**config.mk**
```make
export PLATFORM = sky130hd
export DESIGN_NAME = wca_finite_difference_gradient
export DESIGN_NICKNAME = d
export VERILOG_FILES = /design/src/hw/rtl/wcafd_pkg.sv /design/src/hw/rtl/wcafd_ser_mul.sv /design/src/hw/rtl/wcafd_ser_div.sv /design/src/hw/rtl/wca_finite_difference_gradient.sv
export SDC_FILE = /design/constraint.sdc
export NUM_CORES = 2
export LEC_CHECK = 0
export ABC_CLOCK_PERIOD_IN_PS = 7950
export BUFFER_PORTS_ARGS = -buffer_cell sky130_fd_sc_hd__buf_2
export CORE_ASPECT_RATIO = 0.8
export CORE_MARGIN = 10
export CORE_UTILIZATION = 55
export DETAILED_ROUTE_END_ITERATION = 10
export GPL_TIMING_DRIVEN = 0
export PLACE_DENSITY = 0.74
export SYNTH_ARGS = -nofsm -noshare
export SYNTH_HDL_FRONTEND = slang
export SYNTH_SLANG_ARGS = --single-unit
```
**constraint.sdc**
```tcl
create_clock -name i_clk -period 7.95 [get_ports i_clk]
set_input_delay 2.385 -clock i_clk [delete_from_list [all_inputs] [get_ports i_clk]]
set_output_delay 2.385 -clock i_clk [all_outputs]
set_load 0.05 [all_outputs]
```
**src/hw/rtl/wcafd_pkg.sv**
```systemverilog
// shared widths, limits and register index codes for the wca gradient block
// no dependencies
package wcafd_pkg;

    localparam int DISP_W  = 22;
    localparam int EPS_W   = 24;
    localparam int SIG_W   = 20;
    localparam int DR_W    = 16;
    localparam int OUT_W   = 48;
    localparam int OP_W    = 48;
    localparam int PROD_W  = 2 * OP_W;
    localparam int CFG_IDX_W = 2;
    localparam int IN_DATA_W = 48;
    localparam int OUT_DATA_W = 2 * OUT_W;

    localparam logic [OUT_W-1:0] CAP_POS = {1'b0, {(OUT_W-1){1'b1}}};
    localparam logic [OUT_W-1:0] CAP_NEG = {1'b1, {(OUT_W-1){1'b0}}};

    localparam logic [CFG_IDX_W-1:0] CFG_WELL_DEPTH = 2'd0;
    localparam logic [CFG_IDX_W-1:0] CFG_CONTACT    = 2'd1;
    localparam logic [CFG_IDX_W-1:0] CFG_PROBE_OFS  = 2'd2;

endpackage

```
**src/hw/rtl/wcafd_ser_mul.sv**
```systemverilog
// bit-serial shift-add multiplier, one multiplier bit per cycle
// also gives the product shifted down by the fraction bits, saturated
// uses wcafd_pkg
module wcafd_ser_mul #(
    parameter int FRAC = 16
) (
    input  logic                          i_clk,
    input  logic                          i_rst_n,
    input  logic                          i_start,
    input  logic [wcafd_pkg::OP_W-1:0]    i_a,
    input  logic [wcafd_pkg::OP_W-1:0]    i_b,
    output logic                          o_done,
    output logic [wcafd_pkg::PROD_W-1:0]  o_prod,
    output logic [wcafd_pkg::OP_W-1:0]    o_sat
);
    localparam int OW = wcafd_pkg::OP_W;
    localparam int PW = wcafd_pkg::PROD_W;
    localparam int CW = $clog2(OW + 1);

    logic [OW-1:0] r_a, r_b;
    logic [PW-1:0] r_acc;
    logic [CW-1:0] r_cnt;
    logic          r_busy, r_done;
    logic [OW:0]   w_sum;
    logic [PW-1:0] w_sh;

    assign w_sum = {1'b0, r_acc[PW-1:OW]} + (r_b[0] ? {1'b0, r_a} : '0);

    always_ff @(posedge i_clk) begin
        if (!i_rst_n) begin
            r_busy <= 1'b0;
            r_done <= 1'b0;
            r_cnt  <= '0;
        end else begin
            r_done <= 1'b0;
            if (i_start) begin
                r_busy <= 1'b1;
                r_cnt  <= CW'(OW);
            end else if (r_busy) begin
                r_cnt <= r_cnt - 1'b1;
                if (r_cnt == CW'(1)) begin
                    r_busy <= 1'b0;
                    r_done <= 1'b1;
                end
            end
        end
    end

    always_ff @(posedge i_clk) begin
        if (i_start) begin
            r_a   <= i_a;
            r_b   <= i_b;
            r_acc <= '0;
        end else if (r_busy) begin
            r_acc <= {w_sum, r_acc[OW-1:1]};
            r_b   <= r_b >> 1;
        end
    end

    assign w_sh   = r_acc >> FRAC;
    assign o_done = r_done;
    assign o_prod = r_acc;
    assign o_sat  = (|w_sh[PW-1:OW-1]) ? wcafd_pkg::CAP_POS : {1'b0, w_sh[OW-2:0]};

endmodule

```
**src/hw/rtl/wcafd_ser_div.sv**
```systemverilog
// restoring divider, one quotient bit per cycle
// the dividend register shifts out the top bit and takes the quotient bit in
// uses wcafd_pkg
module wcafd_ser_div #(
    parameter int DW = 65
) (
    input  logic                        i_clk,
    input  logic                        i_rst_n,
    input  logic                        i_start,
    input  logic [DW-1:0]               i_num,
    input  logic [wcafd_pkg::OP_W-1:0]  i_den,
    output logic                        o_done,
    output logic [DW-1:0]               o_quo
);
    localparam int OW = wcafd_pkg::OP_W;
    localparam int CW = $clog2(DW + 1);

    logic [DW-1:0] r_num;
    logic [OW-1:0] r_rem, r_den;
    logic [CW-1:0] r_cnt;
    logic          r_busy, r_done;
    logic [OW:0]   w_try, w_diff;
    logic          w_ge;

    assign w_try  = {r_rem, r_num[DW-1]};
    assign w_ge   = w_try >= {1'b0, r_den};
    assign w_diff = w_try - {1'b0, r_den};

    always_ff @(posedge i_clk) begin
        if (!i_rst_n) begin
            r_busy <= 1'b0;
            r_done <= 1'b0;
            r_cnt  <= '0;
        end else begin
            r_done <= 1'b0;
            if (i_start) begin
                r_busy <= 1'b1;
                r_cnt  <= CW'(DW);
            end else if (r_busy) begin
                r_cnt <= r_cnt - 1'b1;
                if (r_cnt == CW'(1)) begin
                    r_busy <= 1'b0;
                    r_done <= 1'b1;
                end
            end
        end
    end

    always_ff @(posedge i_clk) begin
        if (i_start) begin
            r_num <= i_num;
            r_den <= i_den;
            r_rem <= '0;
        end else if (r_busy) begin
            r_rem <= w_ge ? w_diff[OW-1:0] : w_try[OW-1:0];
            r_num <= {r_num[DW-2:0], w_ge};
        end
    end

    assign o_done = r_done;
    assign o_quo  = r_num;

endmodule

```
**src/hw/rtl/wca_finite_difference_gradient.sv**
```systemverilog
// wca potential gradient by central differences over a sample's neighbors
// one serial multiplier and one serial divider, shared under a sequencer
// non-self item: one product for sigma squared, then per probe up to six products and one division
// self item: no arithmetic; an item marked last adds the two gradient divisions
// the shared multiplier works one multiplier bit a cycle
// synchronous active-low reset: sums zero, config registers at defaults, no item pending
module wca_finite_difference_gradient #(
    parameter int FRAC_BITS = 16
) (
    input  logic                                 i_clk,
    input  logic                                 i_rst_n,
    input  logic                                 i_s_axis_tvalid,
    output logic                                 o_s_axis_tready,
    input  logic [wcafd_pkg::IN_DATA_W-1:0]      i_s_axis_tdata,  // disp_x, disp_y, zero pad
    input  logic                                 i_s_axis_tuser,  // is_self
    input  logic                                 i_s_axis_tlast,
    output logic                                 o_m_axis_tvalid,
    input  logic                                 i_m_axis_tready,
    output logic [wcafd_pkg::OUT_DATA_W-1:0]     o_m_axis_tdata,  // grad_x, grad_y
    input  logic                                 i_cfg_valid,
    output logic                                 o_cfg_ready,
    input  logic [wcafd_pkg::CFG_IDX_W-1:0]      i_cfg_index,
    input  logic [wcafd_pkg::EPS_W-1:0]          i_cfg_data
);
    localparam int OW = wcafd_pkg::OP_W;
    localparam int DVW = OW + 1 + FRAC_BITS;
    localparam int DW = wcafd_pkg::DISP_W;

    localparam logic [3:0] S_IDLE = 4'd0;
    localparam logic [3:0] S_SIG  = 4'd1;
    localparam logic [3:0] S_SQX  = 4'd2;
    localparam logic [3:0] S_SQY  = 4'd3;
    localparam logic [3:0] S_DIV  = 4'd4;
    localparam logic [3:0] S_Q2   = 4'd5;
    localparam logic [3:0] S_Q3   = 4'd6;
    localparam logic [3:0] S_Q6   = 4'd7;
    localparam logic [3:0] S_T    = 4'd8;
    localparam logic [3:0] S_ACC  = 4'd9;
    localparam logic [3:0] S_GX   = 4'd10;
    localparam logic [3:0] S_GY   = 4'd11;
    localparam logic [3:0] S_EMIT = 4'd12;

    logic [3:0]                       r_state;
    logic                             r_wait;
    logic [wcafd_pkg::EPS_W-1:0]      r_eps;
    logic [wcafd_pkg::SIG_W-1:0]      r_sig;
    logic [wcafd_pkg::DR_W-1:0]       r_dr;
    logic [DW-1:0]                    r_dx, r_dy;
    logic                             r_last;
    logic [1:0]                       r_p;
    logic signed [OW-1:0]             r_sum [4];
    logic [45:0]                      r_r2;
    logic [39:0]                      r_s2;
    logic [OW-1:0]                    r_q, r_q3, r_q6;
    logic [OW-1:0]                    r_u;
    logic [OW-1:0]                    r_gx;
    logic [OW-1:0]                    r_gy;
    logic                             r_ovalid;
    logic [wcafd_pkg::OUT_DATA_W-1:0] r_odata;

    logic                             w_mstart, w_mdone, w_dstart, w_ddone;
    logic [OW-1:0]                    w_ma, w_mb, w_msat;
    logic [wcafd_pkg::PROD_W-1:0]     w_mprod;
    logic [DVW-1:0]                   w_dnum, w_quo;
    logic [OW-1:0]                    w_dden;
    logic signed [DW:0]               w_offx, w_offy, w_px, w_py;
    logic [DW:0]                      w_ax, w_ay;
    logic signed [OW:0]               w_qd, w_t, w_uraw, w_acc, w_gd;
    logic [OW:0]                      w_qmag, w_gmag;
    logic [OW-1:0]                    w_qcap, w_gq, w_uval, w_accv;
    logic                             w_gzero;

    wcafd_ser_mul #(.FRAC(FRAC_BITS)) u_mul (
        .i_clk   (i_clk),
        .i_rst_n (i_rst_n),
        .i_start (w_mstart),
        .i_a     (w_ma),
        .i_b     (w_mb),
        .o_done  (w_mdone),
        .o_prod  (w_mprod),
        .o_sat   (w_msat)
    );

    wcafd_ser_div #(.DW(DVW)) u_div (
        .i_clk   (i_clk),
        .i_rst_n (i_rst_n),
        .i_start (w_dstart),
        .i_num   (w_dnum),
        .i_den   (w_dden),
        .o_done  (w_ddone),
        .o_quo   (w_quo)
    );

    // probe vector: north, east, west, south
    always_comb begin
        w_offx = '0;
        w_offy = '0;
        case (r_p)
            2'd0: w_offy = $signed({7'd0, r_dr});
            2'd1: w_offx = $signed({7'd0, r_dr});
            2'd2: w_offx = -$signed({7'd0, r_dr});
            default: w_offy = -$signed({7'd0, r_dr});
        endcase
    end

    assign w_px = $signed({r_dx[DW-1], r_dx}) - w_offx;
    assign w_py = $signed({r_dy[DW-1], r_dy}) - w_offy;
    assign w_ax = w_px[DW] ? -w_px : w_px;
    assign w_ay = w_py[DW] ? -w_py : w_py;

    assign w_qd   = $signed({1'b0, r_q6}) - $signed({1'b0, r_q3});
    assign w_qmag = w_qd[OW] ? -w_qd : w_qd;
    assign w_t    = w_qd[OW] ? -$signed({1'b0, w_msat}) : $signed({1'b0, w_msat});
    assign w_uraw = w_t + $signed({25'd0, r_eps});
    assign w_uval = (w_uraw > $signed({1'b0, wcafd_pkg::CAP_POS})) ? wcafd_pkg::CAP_POS
                                                                   : w_uraw[OW-1:0];

    assign w_acc = $signed({r_sum[r_p][OW-1], r_sum[r_p]}) + $signed({r_u[OW-1], r_u});
    always_comb begin
        if (w_acc[OW] != w_acc[OW-1]) begin
            w_accv = w_acc[OW] ? wcafd_pkg::CAP_NEG : wcafd_pkg::CAP_POS;
        end else begin
            w_accv = w_acc[OW-1:0];
        end
    end

    // gradient numerator: east minus west, or north minus south
    assign w_gd = (r_state == S_GX)
                ? $signed({r_sum[1][OW-1], r_sum[1]}) - $signed({r_sum[2][OW-1], r_sum[2]})
                : $signed({r_sum[0][OW-1], r_sum[0]}) - $signed({r_sum[3][OW-1], r_sum[3]});
    assign w_gmag  = w_gd[OW] ? -w_gd : w_gd;
    assign w_gzero = (r_dr == '0) || (w_gd == '0);

    assign w_qcap = (|w_quo[DVW-1:OW-1]) ? wcafd_pkg::CAP_POS : {1'b0, w_quo[OW-2:0]};
    always_comb begin
        if (!w_gd[OW]) begin
            w_gq = w_qcap;
        end else if ((|w_quo[DVW-1:OW]) || (w_quo[OW-1] && (|w_quo[OW-2:0]))) begin
            w_gq = wcafd_pkg::CAP_NEG;
        end else begin
            w_gq = OW'(0) - w_quo[OW-1:0];
        end
    end

    // operand selection for the shared units
    always_comb begin
        w_mstart = 1'b0;
        w_dstart = 1'b0;
        w_ma = '0;
        w_mb = '0;
        w_dnum = DVW'({r_s2, FRAC_BITS'(0)});
        w_dden = {2'd0, r_r2};
        unique case (r_state)
            S_SIG: begin
                w_mstart = !r_wait;
                w_ma = OW'(r_sig);
                w_mb = OW'(r_sig);
            end
            S_SQX: begin
                w_mstart = !r_wait;
                w_ma = OW'(w_ax);
                w_mb = OW'(w_ax);
            end
            S_SQY: begin
                w_mstart = !r_wait;
                w_ma = OW'(w_ay);
                w_mb = OW'(w_ay);
            end
            S_DIV: begin
                w_dstart = !r_wait && (r_r2 != '0);
            end
            S_Q2: begin
                w_mstart = !r_wait;
                w_ma = r_q;
                w_mb = r_q;
            end
            S_Q3: begin
                w_mstart = !r_wait;
                w_ma = r_q6;
                w_mb = r_q;
            end
            S_Q6: begin
                w_mstart = !r_wait;
                w_ma = r_q3;
                w_mb = r_q3;
            end
            S_T: begin
                w_mstart = !r_wait;
                w_ma = OW'({r_eps, 2'b00});
                w_mb = w_qmag[OW-1:0];
            end
            S_GX, S_GY: begin
                w_dstart = !r_wait && !w_gzero;
                w_dnum = DVW'(w_gmag) << FRAC_BITS;
                w_dden = OW'({r_dr, 1'b0});
            end
            default: ;
        endcase
    end

    always_ff @(posedge i_clk) begin
        if (!i_rst_n) begin
            r_eps <= wcafd_pkg::EPS_W'(65536);
            r_sig <= wcafd_pkg::SIG_W'(65536);
            r_dr  <= wcafd_pkg::DR_W'(655);
        end else if (i_cfg_valid) begin
            unique case (i_cfg_index)
                wcafd_pkg::CFG_WELL_DEPTH: r_eps <= i_cfg_data;
                wcafd_pkg::CFG_CONTACT:    r_sig <= i_cfg_data[wcafd_pkg::SIG_W-1:0];
                wcafd_pkg::CFG_PROBE_OFS:  r_dr  <= i_cfg_data[wcafd_pkg::DR_W-1:0];
                default: ;
            endcase
        end
    end

    always_ff @(posedge i_clk) begin
        if (!i_rst_n) begin
            r_state  <= S_IDLE;
            r_wait   <= 1'b0;
            r_ovalid <= 1'b0;
            for (int i = 0; i < 4; i++) begin
                r_sum[i] <= '0;
            end
        end else begin
            if (r_ovalid && i_m_axis_tready && (r_state != S_EMIT)) begin
                r_ovalid <= 1'b0;
            end
            if (w_mstart || w_dstart) begin
                r_wait <= 1'b1;
            end
            unique case (r_state)
                S_IDLE: begin
                    if (i_s_axis_tvalid) begin
                        r_dx   <= i_s_axis_tdata[DW-1:0];
                        r_dy   <= i_s_axis_tdata[2*DW-1:DW];
                        r_last <= i_s_axis_tlast;
                        r_p    <= 2'd0;
                        if (!i_s_axis_tuser) begin
                            r_state <= S_SIG;
                        end else if (i_s_axis_tlast) begin
                            r_state <= S_GX;
                        end
                    end
                end
                S_SIG: if (w_mdone) begin
                    r_s2    <= w_mprod[39:0];
                    r_wait  <= 1'b0;
                    r_state <= S_SQX;
                end
                S_SQX: if (w_mdone) begin
                    r_r2    <= w_mprod[45:0];
                    r_wait  <= 1'b0;
                    r_state <= S_SQY;
                end
                S_SQY: if (w_mdone) begin
                    r_r2    <= r_r2 + w_mprod[45:0];
                    r_wait  <= 1'b0;
                    r_state <= S_DIV;
                end
                S_DIV: begin
                    if (!r_wait && r_r2 == '0) begin
                        // probe on top of the neighbor
                        r_u     <= wcafd_pkg::CAP_POS;
                        r_state <= S_ACC;
                    end else if (w_ddone) begin
                        r_q     <= w_qcap;
                        r_wait  <= 1'b0;
                        r_state <= S_Q2;
                    end
                end
                S_Q2: if (w_mdone) begin
                    r_q6    <= w_msat;
                    r_wait  <= 1'b0;
                    r_state <= S_Q3;
                end
                S_Q3: if (w_mdone) begin
                    r_q3    <= w_msat;
                    r_wait  <= 1'b0;
                    r_state <= S_Q6;
                end
                S_Q6: if (w_mdone) begin
                    r_q6    <= w_msat;
                    r_wait  <= 1'b0;
                    r_state <= S_T;
                end
                S_T: if (w_mdone) begin
                    r_u     <= w_uval;
                    r_wait  <= 1'b0;
                    r_state <= S_ACC;
                end
                S_ACC: begin
                    r_sum[r_p] <= w_accv;
                    r_p        <= r_p + 2'd1;
                    if (r_p != 2'd3) begin
                        r_state <= S_SQX;
                    end else begin
                        r_state <= r_last ? S_GX : S_IDLE;
                    end
                end
                S_GX: begin
                    if (!r_wait && w_gzero) begin
                        r_gx    <= '0;
                        r_state <= S_GY;
                    end else if (w_ddone) begin
                        r_gx    <= w_gq;
                        r_wait  <= 1'b0;
                        r_state <= S_GY;
                    end
                end
                S_GY: begin
                    if (!r_wait && w_gzero) begin
                        r_gy    <= '0;
                        r_state <= S_EMIT;
                    end else if (w_ddone) begin
                        r_gy    <= w_gq;
                        r_wait  <= 1'b0;
                        r_state <= S_EMIT;
                    end
                end
                S_EMIT: begin
                    if (!r_ovalid || i_m_axis_tready) begin
                        r_odata  <= {r_gy, r_gx};
                        r_ovalid <= 1'b1;
                        for (int i = 0; i < 4; i++) begin
                            r_sum[i] <= '0;
                        end
                        r_state <= S_IDLE;
                    end
                end
                default: r_state <= S_IDLE;
            endcase
        end
    end

    // output register only loads when it is empty or the previous item is being taken
    assign o_s_axis_tready = (r_state == S_IDLE);
    assign o_m_axis_tvalid = r_ovalid;
    assign o_m_axis_tdata  = r_odata;
    assign o_cfg_ready     = 1'b1;

endmodule
```
# Word level (Yosys, flattened, before mapping)
# Memory sizes are Yosys's and may differ from the RTL's. A register that Yosys moved wholly into a read port is not among the register bits.
# Cells that the tools add are included.
# W data, S select, Z words.
word_totals:
  n_memories: 1
  register_bits: 953
  elab_cells: 249
  in_bits: 81
  ram_bits: 192
  output_inout_bits: 99
mem_list:
  columns: ["memory", "words", "width", "rd", "rd_ports_with_merged_regs", "wr", "line_no", "source"]
  rows:
  - ["r_sum", 4, 48, 5, 1, 4, "wca_finite_difference_gradient.sv:51", "logic signed [OW-1:0] r_sum [4];"]
classes:
  reduce_logical: 56
  eq_ne: 35
  order_cmp: 2
  n_mux: 93
  addsub: 20
  n_bitwise: 8
ops:
  columns: ["operator", "count"]
  rows:
  - ["$mux W48", 18]
  - ["$pmux W48 S7", 1]
  - ["$pmux W48 S6", 1]
  - ["$mux W65", 3]
  - ["$mux W49", 3]
  - ["$sub A48 B48 Y49", 3]
  - ["$pmux W48 S2", 1]
  - ["$mux W47", 2]
  - ["$mux W46", 2]
  - ["$pmux W23 S2", 2]
  - ["$pmux W46 S2", 1]
  - ["$mux W4", 19]
  - ["$pmux W4 S13", 1]
  - ["$add A48 B48 Y49", 1]
  - ["$add A48 B49 Y49", 1]
  - ["$add A49 B25 Y49", 1]
  - ["$ge A49 B48 Y1", 1]
  - ["$gt A49 B48 Y1 const B", 1]
  - ["$logic_not A49 Y1", 1]
  - ["$neg A48 Y49", 1]
  - ["$neg A49 Y49", 1]
  - ["$neg A48 Y48", 1]
  - ["$reduce_or A48 Y1", 1]
  - ["$sub A1 B48 Y48 const A", 1]
  - ["other kinds (53)", 146]

# Depth between registers and ports, before layout
# An unclocked memory read counts as a cell.
logic_depth:
  ltp_word: 13
  ltp_mapped: 35
  mapped_depth_nobuf: 29

# Cells and area by module
# A second synthesis with hierarchy kept.
unflattened:
  hier_cells: 8118
  area_unflattened_um2: 76678.5
by_module_without_submodules:
  columns: ["mod", "cells_each", "instances", "area_per_inst_um2"]
  rows:
  - ["wca_finite_difference_gradient", 6158, 1, 56322.8]
  - ["wcafd_ser_mul", 989, 1, 10491.3]
  - ["wcafd_ser_div", 971, 1, 9864.5]

# Worst setup path after synthesis
# Ideal clock, no wire load.
synth_path:
  path_type: "input-to-reg"
  start: "in i_rst_n"
  end: "reg r_q[0] (enable)"
  t_required_ns: 7.381
  stages: 3
  t_arrival_ns: 7.315
  setup_slack_ns: 0.067
  setup_time_ns: 0.569
  n_path_buf: 1
  path_cell_list: "clkbuf_1 > inv_2 > nor4_1"
synth_via:
  elab_chain_cells: 1
synth_lines:
  columns: ["element", "line_no", "source"]
  rows:
  - ["from (decl)", "wca_finite_difference_gradient.sv:11", "input logic i_rst_n,"]
  - ["$reduce_and A4 Y1 (no line)", null, null]
  - ["to (signal assigned)", "wca_finite_difference_gradient.sv:266", "r_q <= w_qcap;"]
  - ["to (decl)", "wca_finite_difference_gradient.sv:54", "logic [OW-1:0] r_q, r_q3, r_q6;"]
# Every way passes these cells.
# A chain may end at the register's enable or synchronous reset.

# Worst setup path in the final report
layout_path:
  start: "reg r_q6[0]"
  end: "reg r_u[30], data pin"
layout_via:
  elab_chain_cells: 7
layout_lines:
  columns: ["element", "line_no", "source"]
  rows:
  - ["from (decl)", "wca_finite_difference_gradient.sv:54", null]
  - ["from (signal assigned)", "wca_finite_difference_gradient.sv:272", "r_q6 <= w_msat;"]
  - ["from (signal assigned)", "wca_finite_difference_gradient.sv:282", "r_q6 <= w_msat;"]
  - ["$sub A48 B48 Y49 *", "wca_finite_difference_gradient.sv:111", "assign w_qd = $signed({1'b0, r_q6}) - $signed({1'b0, r_q3});"]
  - ["$mux W49 *", "wca_finite_difference_gradient.sv:113", "assign w_t = w_qd[OW] ? -$signed({1'b0, w_msat}) : $signed({1'b0, w_msat});"]
  - ["$add A49 B25 Y49 *", "wca_finite_difference_gradient.sv:114", "assign w_uraw = w_t + $signed({25'd0, r_eps});"]
  - ["$gt A49 B48 Y1", "wca_finite_difference_gradient.sv:115", "assign w_uval = (w_uraw > $signed({1'b0, wcafd_pkg::CAP_POS})) ? wcafd_pkg::CAP_POS"]
  - ["$mux W48 *", "wca_finite_difference_gradient.sv:115", null]
  - ["$mux W48 *", "wca_finite_difference_gradient.sv:286", "S_T: if (w_mdone) begin"]
  - ["$pmux W48 S2 *", "wca_finite_difference_gradient.sv:231", "unique case (r_state)"]
  - ["to (signal assigned)", "wca_finite_difference_gradient.sv:263", "r_u <= wcafd_pkg::CAP_POS;"]
  - ["to (signal assigned)", "wca_finite_difference_gradient.sv:287", "r_u <= w_uval;"]
  - ["to (decl)", "wca_finite_difference_gradient.sv:55", "logic [OW-1:0] r_u;"]
# Mark *: on every way between the ends. The rest lies on a longest branch, timed or not. The select of a mux whose other input is x is not followed.

==> metrics.txt <==
VDD IR max 255.2 µV; R2R Path End r_u[30]$_SDFFCE_PN1P_; Post-Syn Instances 7863; Post-DP Area 77660 µm²; post-synthesis xor/xnor area fraction 6.350%; share of the synthesized area in the top cell type 36.97%; setup slack after layout 0.0007914 ns; fin. max-slew vios 0; global route overflow 0; Post-synth EDFFs 912; number of antenna violations at the first check in global routing 21; worst rel slew slack 2.779%; sequential share of power 33.4%; Yosys reg bits 1141; Die X 430.3 µm; synthesized area per cell 9.420 µm²; outcome finished with violations; Net Switching 0.01072 W; Max Clock Skew 0.08502 ns; Initial DRC Count 10540; H-tree Lvls 3; register area share after synthesis 43.16%; Max-Cap Viols 0; Filler Cells Inserted 11230; Power Dens Cells 310.1 nW/µm²; critical path's slowest cell fa_1; Post-Synthesis Net Count 8366; final design utilization 61.42%; post-synthesis mux area share 3.456%; Final Hold Vio Count 0; Clock Latency Late Sink 0.84 ns; failing checks DRC; max incr delay on CP 0.45 ns; CTS tree done; biggest area consumer among synthesized cells edfxtp_1; largest net degree at the start of global routing 66; fraction of layout cells with a size suffix above 1 8.582%; initial cell density of the core 55.37%; CTS clk-pin slew, worst paths 0.07 ns; mean routed wirelength per cell 27.76 µm; reg2reg path depth 34; CTS Root Cell clkbuf_16; total track usage 35.64%; final setup violation count 0; Die Area 149800 µm²; top_reg_cell synth edfxtp_1; reg2reg setup slack 0.0008 ns; synth top area cells edfxtp_1 (37%), ha_1 (7.0%), dfxtp_1 (6.2%); Int Pwr 0.01476 W; largest family of logic cells by synthesized area compound AO/OA/AOI/OAI gates; input/output buffers 173; WP data required 8.45 ns; I/O pin count 180; Crit. End Element register; combinational share of power 43.8%; Hold Buf Count CTS 0; Worst Setup Start Kind register; Fmax achieved 0.1258 GHz; Bufs on Longest Clock Path 3; Data arrival, critical path 8.45 ns; overall routed net length 280.1 mm; Final Cycle Share 99.99%; Critical Setup Path Class reg -> reg; asr flop ratio synth 0%; P&R area growth vs syn 10.92%; Pre-antenna DRT Iters 11; fin area 82160 µm²; Final nets 8708; first-pass GRT wire length 402.2 mm; placed insts 9839; vias 66370; CTS Sinks 1141; CP startpoint r_q6[0]$_DFFE_PP_; row cnt 120; routability cong. 1.072; CTS Buf Count 116; compound-gate portion of the synthesized area 18.91%; final cell count without fillers 10090; reg-to-reg startpoint r_q6[0]$_DFFE_PP_; P_leak 31.65 nW; post-DP HPWL 221.8 mm; via density per instance 6.578; Synth warnings 0; worst hold path type reg -> reg; clock share of power 22.9%; vias in the first global route 59950; Die Y 348.2 µm; crit path to r_u[30]$_SDFFCE_PN1P_; Synth Area in Adders 7.284%; Post-Syn Area 74070 µm²; Worst Max-Slew Pin Slew 1.458 ns; Simple-Gate Fraction of Synth Area 16.95%; CP Max Fanout 19; DRC Markers 4; Cell variety after synth 113; CORE AREA 133800 µm²; Sw Ratio 42.06%; Post-DRT Antenna Nets 0; DP Worst Slack -2.905 ns; crit path time final 7.949 ns
[per-stage QoR]
stage          total power (W)   TNS [ns]  hold WS, ns
6_report               0.02548          0       0.4151
4_1_cts                0.02499          0       0.3888
3_5_place_dp           0.01917    -361.15       0.4045
3_3_place_gp           0.01893   -1335.72       0.4030
5_1_grt                0.02655  -0.007526       0.4070
2_1_floorplan          0.01576          0       0.4003
[critical path: cells and delay by family, from the launching register on]
family / cells / cell delay (ns)
DFF: 1 / 0.38
adders and majority gates: 3 / 0.96
and+or+nand+nor: 4 / 0.67
buffers and inverters: 8 / 1.43
AOI/OAI and AO/OA: 18 / 3.82
xor gates and xnor gates: 1 / 0.36
[synthesized netlist by cell type, drive strengths merged, types with 26 or more instances]
cell,count
mux2i,141
a22oi,44
a222oi,27
o21bai,64
o21ai,545
xor2,221
ha,412
o211ai,73
and3,61
dfxtp,229
edfxtp,912
a221oi,52
a21oi,660
nor4,63
mux4,48
or3,85
nand3,131
nand2b,143
nand2,776
a21o,250
nor3,151
clkbuf,321
o21a,65
nand4,76
o31ai,59
nor2b,66
and2,127
inv,360
nor2,763
a211oi,64
o22ai,26
xnor2,316
a31oi,81
buf,61
nor3b,33
or2,43
[placed cells by master (no fill, tap or decap), drive strengths merged, types with 66 or more instances in the layout]
cell and instances:
nor2 763, nor2b 66, dfxtp 229, a21o 250, o21ai 545, buf 290, a21oi 660, nand2b 143
nand4 76, nor3 151, mux2i 141, o211ai 73, nand3 131, xnor2 316, edfxtp 912, clkbuf 462
ha 412, nand2 776, xor2 221, or3 85, and2 127, inv 370, a31oi 81
[power groups by stage]
stage | logic, W | clock network [W] | registers (W)
after floorplan | 0.00747 | 0 | 0.00829
after global placement | 0.0103 | 0 | 0.00859
after detailed placement | 0.0106 | 0 | 0.00856
after CTS | 0.0107 | 0.00583 | 0.00845
after global routing | 0.0119 | 0.00606 | 0.00855
final | 0.0112 | 0.00582 | 0.00850
[layer usage]
layer,global-route usage (%),vias up,share of wire (%)
li1,-,29500,-
met1,50.67,31770,41
met2,48.81,4371,39
met3,12.22,701,14
met4,15.25,18,5.3
met5,0,-,0.037
[sequential cells by signal (all words and copies together) (netlist names), 24 cells and up, named ones only]
name and flops:
r_sum 192, o_m_axis_tdata 96, u_mul.o_prod 96, u_div.o_quo 65, r_gx 48, r_gy 48, r_u 48, u_div.r_rem 48
u_mul.r_b 48, r_q3 47, r_q6 47, r_q 47, u_mul.r_a 47, r_r2 46, u_div.r_den 46, r_s2 40
r_eps 24
[what timing repair did]
item / CTS / global route
buffers inserted: 12 / 11
endpoints found under the setup margin: 462 / 311
pin swaps: 8 / 10
resized for setup: 43 / 43
[kinds of logic after synthesis]
family                   count (synthesis)
AO/OA/AOI/OAI                         2220
XOR/XNOR                               537
adder cells (fa/ha/maj)                426
buffers and inverters                  742
flip-flops                            1141
multiplexers                           195
other                                    1
AND/OR/NAND/NOR                       2601
[how the worst min path moves through the flow]
stage / depth (start not counted) / startpoint / endpoint
finish: 0 / r_gy[38]$_SDFFCE_PP0P_ / o_m_axis_tdata[86]$_DFFE_PP_
global route: 0 / r_gx[39]$_SDFFCE_PP0P_ / o_m_axis_tdata[39]$_DFFE_PP_
CTS: 0 / r_gy[39]$_SDFFCE_PP0P_ / o_m_axis_tdata[87]$_DFFE_PP_
detailed placement: 0 / r_gx[17]$_SDFFCE_PP0P_ / o_m_axis_tdata[17]$_DFFE_PP_
global placement: 0 / r_gx[22]$_SDFFCE_PP0P_ / o_m_axis_tdata[22]$_DFFE_PP_
floorplan: 0 / r_gx[0]$_SDFFCE_PP0P_ / o_m_axis_tdata[0]$_DFFE_PP_
[area by class of cell]
type	instances	area, µm²	share of cell area, %
Multi-Input combinational cell	5980	39520	48.10
Sequential cell	1141	31970	38.91
Clock buffer	148	3189	3.882
Tap cell	1769	2213	2.694
Buffer	376	1577	1.919
Timing Repair Buffer	230	1455	1.771
Inverter	360	1351	1.645
Clock inverter	73	853.3	1.039
Antenna cell	13	32.53	0.03959
Note: power is estimated with default switching activity, not from simulation.
